==> src/snel_pkg.sv <==
// Package of the sorted note event list: sizes, codes, beat and event types.
// No dependencies; the module files refer to it by scoped names.
package snel_pkg;

  localparam int DEPTH         = 256;
  localparam int POSITION_BITS = 24;

  localparam int POS_W = POSITION_BITS;
  localparam int IDX_W = $clog2(DEPTH);
  localparam int CNT_W = $clog2(DEPTH + 1);
  // Width wide enough to compare the 8-bit slot index against counts and indexes.
  localparam int CMP_W = (CNT_W > 8) ? CNT_W : 8;

  typedef enum logic [1:0] {
    OP_INSERT       = 2'd0,
    OP_REMOVE_MATCH = 2'd1,
    OP_REMOVE_AT    = 2'd2,
    OP_CLEAR        = 2'd3
  } op_t;

  localparam logic [1:0] ST_OK        = 2'd0;
  localparam logic [1:0] ST_NOT_FOUND = 2'd1;
  localparam logic [1:0] ST_BAD_INDEX = 2'd2;
  localparam logic [1:0] ST_FULL      = 2'd3;

  typedef enum logic [1:0] {
    S_IDLE,
    S_FIND,
    S_APPLY
  } state_t;

  typedef struct packed {
    op_t         operation;
    logic [23:0] position;
    logic        note_on;
    logic [6:0]  pitch;
    logic [7:0]  velocity;
    logic [7:0]  slot_index;
  } in_beat_t;

  typedef struct packed {
    logic [1:0] status;
    logic [7:0] affected_index;
    logic [8:0] entry_count;
  } out_beat_t;

  typedef struct packed {
    logic [POS_W-1:0] position;
    logic             note_on;
    logic [6:0]       pitch;
    logic [7:0]       velocity;
  } event_t;

  // Per-cycle commands broadcast to every cell of the chain.
  typedef struct packed {
    logic cmp_en;
    logic ins_en;
    logic del_en;
  } cell_ctrl_t;

  function automatic event_t make_event(input in_beat_t b);
    event_t e;
    e.position = POS_W'(b.position);
    e.note_on  = b.note_on;
    e.pitch    = b.pitch;
    e.velocity = b.velocity;
    return e;
  endfunction

endpackage

==> src/snel_cell.sv <==
// One storage cell of the sorted event chain: holds an event, compares it
// against the incoming one and shifts with its neighbors. Uses snel_pkg.
module snel_cell (
  input  logic                 clk,
  input  snel_pkg::cell_ctrl_t ctrl,
  input  snel_pkg::event_t     new_ev,
  input  snel_pkg::event_t     left_ev,
  input  snel_pkg::event_t     right_ev,
  input  logic                 t_self,
  input  logic                 t_left,
  output snel_pkg::event_t     ev_q,
  output logic                 ge_q,
  output logic                 eq_q
);

  snel_pkg::event_t ev_r;
  snel_pkg::event_t ev_nxt;
  logic             ge_r;
  logic             eq_r;

  // On insert the cells past the insertion point take their left neighbor and
  // the first marked cell takes the new event; on delete the marked cells take
  // their right neighbor.
  always_comb begin
    ev_nxt = ev_r;
    if (ctrl.ins_en) begin
      if (t_left) begin
        ev_nxt = left_ev;
      end else if (t_self) begin
        ev_nxt = new_ev;
      end
    end else if (ctrl.del_en && t_self) begin
      ev_nxt = right_ev;
    end
  end

  always_ff @(posedge clk) begin
    ev_r <= ev_nxt;
    if (ctrl.cmp_en) begin
      ge_r <= (ev_r.position >= new_ev.position);
      eq_r <= (ev_r == new_ev);
    end
  end

  assign ev_q = ev_r;
  assign ge_q = ge_r;
  assign eq_q = eq_r;

endmodule

==> config.mk <==
export PLATFORM = sky130hd
export DESIGN_NAME = snel_cell
export DESIGN_NICKNAME = d
export VERILOG_FILES = /design/src/snel_pkg.sv /design/src/snel_cell.sv
export SDC_FILE = /design/constraint.sdc
export NUM_CORES = 1
export LEC_CHECK = 0
export BUFFER_PORTS_ARGS = -buffer_cell sky130_fd_sc_hd__buf_4
export CORE_UTILIZATION = 45
export CTS_BUF_LIST = sky130_fd_sc_hd__clkbuf_4
export CTS_CLUSTER_DIAMETER = 200
export DETAILED_ROUTE_END_ITERATION = 8
export PLACE_DENSITY = 0.87
export REMOVE_ABC_BUFFERS = 1
export SYNTH_ARGS = -nofsm -noshare
export SYNTH_HDL_FRONTEND = slang
export SYNTH_SLANG_ARGS = --single-unit
==> constraint.sdc <==
create_clock -name clk -period 4.24 [get_ports clk]
set_input_delay 0.848 -clock clk [delete_from_list [all_inputs] [get_ports clk]]
set_output_delay 0.848 -clock clk [all_outputs]
set_load 0.03 [all_outputs]
==> flow_summary.yaml <==
grt:
  grt-ovfl-total: 0
  antenna_found_initial: 0
  grt_pass1_vias: 2623
  grt_pass1_wl_microns: 11740
  grt_max_degree: 81
  grt_use_total: 0.2339
clock_network:
  clkSinkCount: 42
  cts_resized: 0
  post_cts_buffers: 0
  clk_path_buf_depth: 2
  hold_buffers: 0
  cts_made_buffers: 5
  clk-insertion-delay-late_ns: 0.35
  clk_pin_slew_worst_paths_ns: 0.12
  cts_root_buffer: "clkbuf_4"
  tritoncts: "yes"
  ctsHtreeMaxLevel: 2
synth:
  synthTopCellsByArea: "edfxtp_1 (44%), mux2i_1 (14%), ha_1 (10%), a21oi_1 (8.7%), nor2_1 (5.6%)"
  ys.flop_type: "edfxtp_1"
  synthArstFlopShare: 0
  synth_edf_count: 42
  synth_commonest_cells: "a21oi_1 (50), nor2_1 (43), edfxtp_1 (42)"
  syn_area_sq_um: 2870
  ys_seq_area_frac: 0.4394
  postSynthCellCount: 288
  synth_area_per_cell_sq_um: 9.966
  synth_top_area_cell: "edfxtp_1"
  synth_top_area_share: 0.4394
  synth_cell_types: 21
  ys_ff_latch: 42
  synth_most_common_cell: "a21oi_1"
  ys_warn_count: 0
placed_design:
  routabilityCongestion: 0.7675
  postPlaceCellArea_sq_um: 4190
  io_buffers: 167
  hpwl_microns: 6335
drt:
  wl_met3_microns: 493
  drc: 0
  met2_length_microns: 4165
  vias: 2711
  post_drt_via_cell_ratio: 5.144
  first_iter_violations: 94
  wl_per_cell_microns: 15.15
  wl_met1_microns: 3185
  dr.pass1.iters: 4
  top_layer: "met4"
  drtAntennaViolNets: 0
  wl_microns: 7986
pwr:
  p_per_area_nw_per_um2: 288.9
  vdd_drop_max_mv: 0.1764
  power.leakage_nw: 2.069
setup_path:
  start_kind: "input port"
  path_max_fanout: 3
  cp_cell_sequence: "buf_4, inv_1, ha_1, nand4_2, nor4_2, and3_1, nand3_1, nor4_2"
  required_ns: 4.42
  r2r_setup_slack_ns: 2.27
  cpMaxStageDelayCell: "nor4_2"
  cp.arrival_ns: 2.32
  path_class: "input port to flop"
  cp-end-kind: "flop"
  cpMostUsedCell: "nor4_2"
  crit_family: "simple AND/OR/NAND/NOR gates"
  worst_path_largest_cell_delay_ns: 0.38
  crit_buf_inv: 2
floorplanning:
  core_sq_um: 6026
  die_h_microns: 81.87
  pin_count: 168
  die_area_sq_um: 6702
  initial_core_util: 0.4763
  dieWidth_microns: 81.87
  rows: 28
sta:
  rsz0062_at_grt: "no"
  max_freq_ghz: 0.4674
  period_share: 0.5046
  setup_viol: 0
  holdWs_ns: 0.7085
  tightest_slew_ns: 0.8567
  slew_headroom: 0.4275
  finClkSkew_ns: 0.008019
  fin_crit_ns: 2.140
  setup_tns_ns: 0
  finalHoldViolCount: 0
  drv_slew: 0
final_layout:
  final_layout_size_suffix_gt1_frac: 0.4004
  final_area_sq_um: 4244
  n_antenna_cell: 0
  final_nets: 601
  area_growth_pct: 47.86
outcome:
  status: "complete, no violations"
min_path:
  hold_path_class: "input port to flop"
job:
  cap_violations: 0
cells in the final DEF (no fill, tap or decap):
master / count
a21o_1: 1
clkbuf_4: 6
o21ai_0: 5
nor4_1: 1
nand4_1: 6
a221oi_1: 2
buf_4: 170
nor2_4: 1
clkinv_1: 1
mux2i_1: 40
edfxtp_1: 42
nand4_2: 1
nand3_1: 6
a21oi_1: 50
nor4_2: 2
xnor2_1: 15
nor3_1: 1
and3_1: 2
nor2_1: 42
clkinv_2: 1
xor2_1: 1
ha_1: 24
nand2_1: 6
inv_1: 26
sequential cells by signal, summed over array words and instances (netlist names):
name and count:
ge_q 1, eq_q 1, ev_q 40
cell type report:
class / instances / area [sq um]
fillers: 473 / 1782
multi-input cells: 206 / 1461
repair buffers: 170 / 1276
flip-flops and latches: 42 / 1261
inverters: 26 / 97.59
well taps: 75 / 93.84
clock buffers: 6 / 45.04
clock inverters: 2 / 8.758
final timing paths:
| path | start | endpoint | depth (start not counted) |
|---|---|---|---|
| worst max-delay path | new_ev[38] | eq_q | 8 |
| worst min-delay path | ctrl[2] | ge_q | 1 |
| worst max register to register | ev_q[38] | eq_q | 6 |
| worst min register to register | ev_q[39] | ge_q | 3 |
power breakdown:
group | switching [W] | internal, W | total (W)
Combinational | 0.000255 | 0.000219 | 0.000474
Clock | 0.000130 | 0.0000690 | 0.000199
Sequential | 0.0000331 | 0.000520 | 0.000553
logic make-up (layout without fill, tap and decap cells):
logic type                 count (synthesis)  after routing  share of synthesized area
and+or+nand+nor                           68             68                     0.1090
AOI/OAI and AO/OA                         58             58                     0.1046
DFF                                       42             42                     0.4394
muxes                                     40             40                     0.1395
buffers and inverters                     40            204                    0.05405
adders and majority gates                 24             24                     0.1046
xor gates and xnor gates                  16             16                    0.04882
per-stage QoR:
step                utilization  setup slack (ns)  cells  power [W]
finish                   0.7043             2.100    527   0.001226
global route             0.7043             2.010    527   0.001288
CTS                      0.7043             2.091    527   0.001232
detailed placement       0.6954             1.725    519   0.001038
global placement         0.6954             1.896    519   0.001021
floorplan                     -             1.204    274  0.0007995
routing by layer:
metal	up-vias	track usage
li1	1357	-
met1	1224	0.2654
met2	116	0.4289
met3	14	0.04444
met4	0	0.08947
met5	-	0
Power figures use the tool's default switching activity.
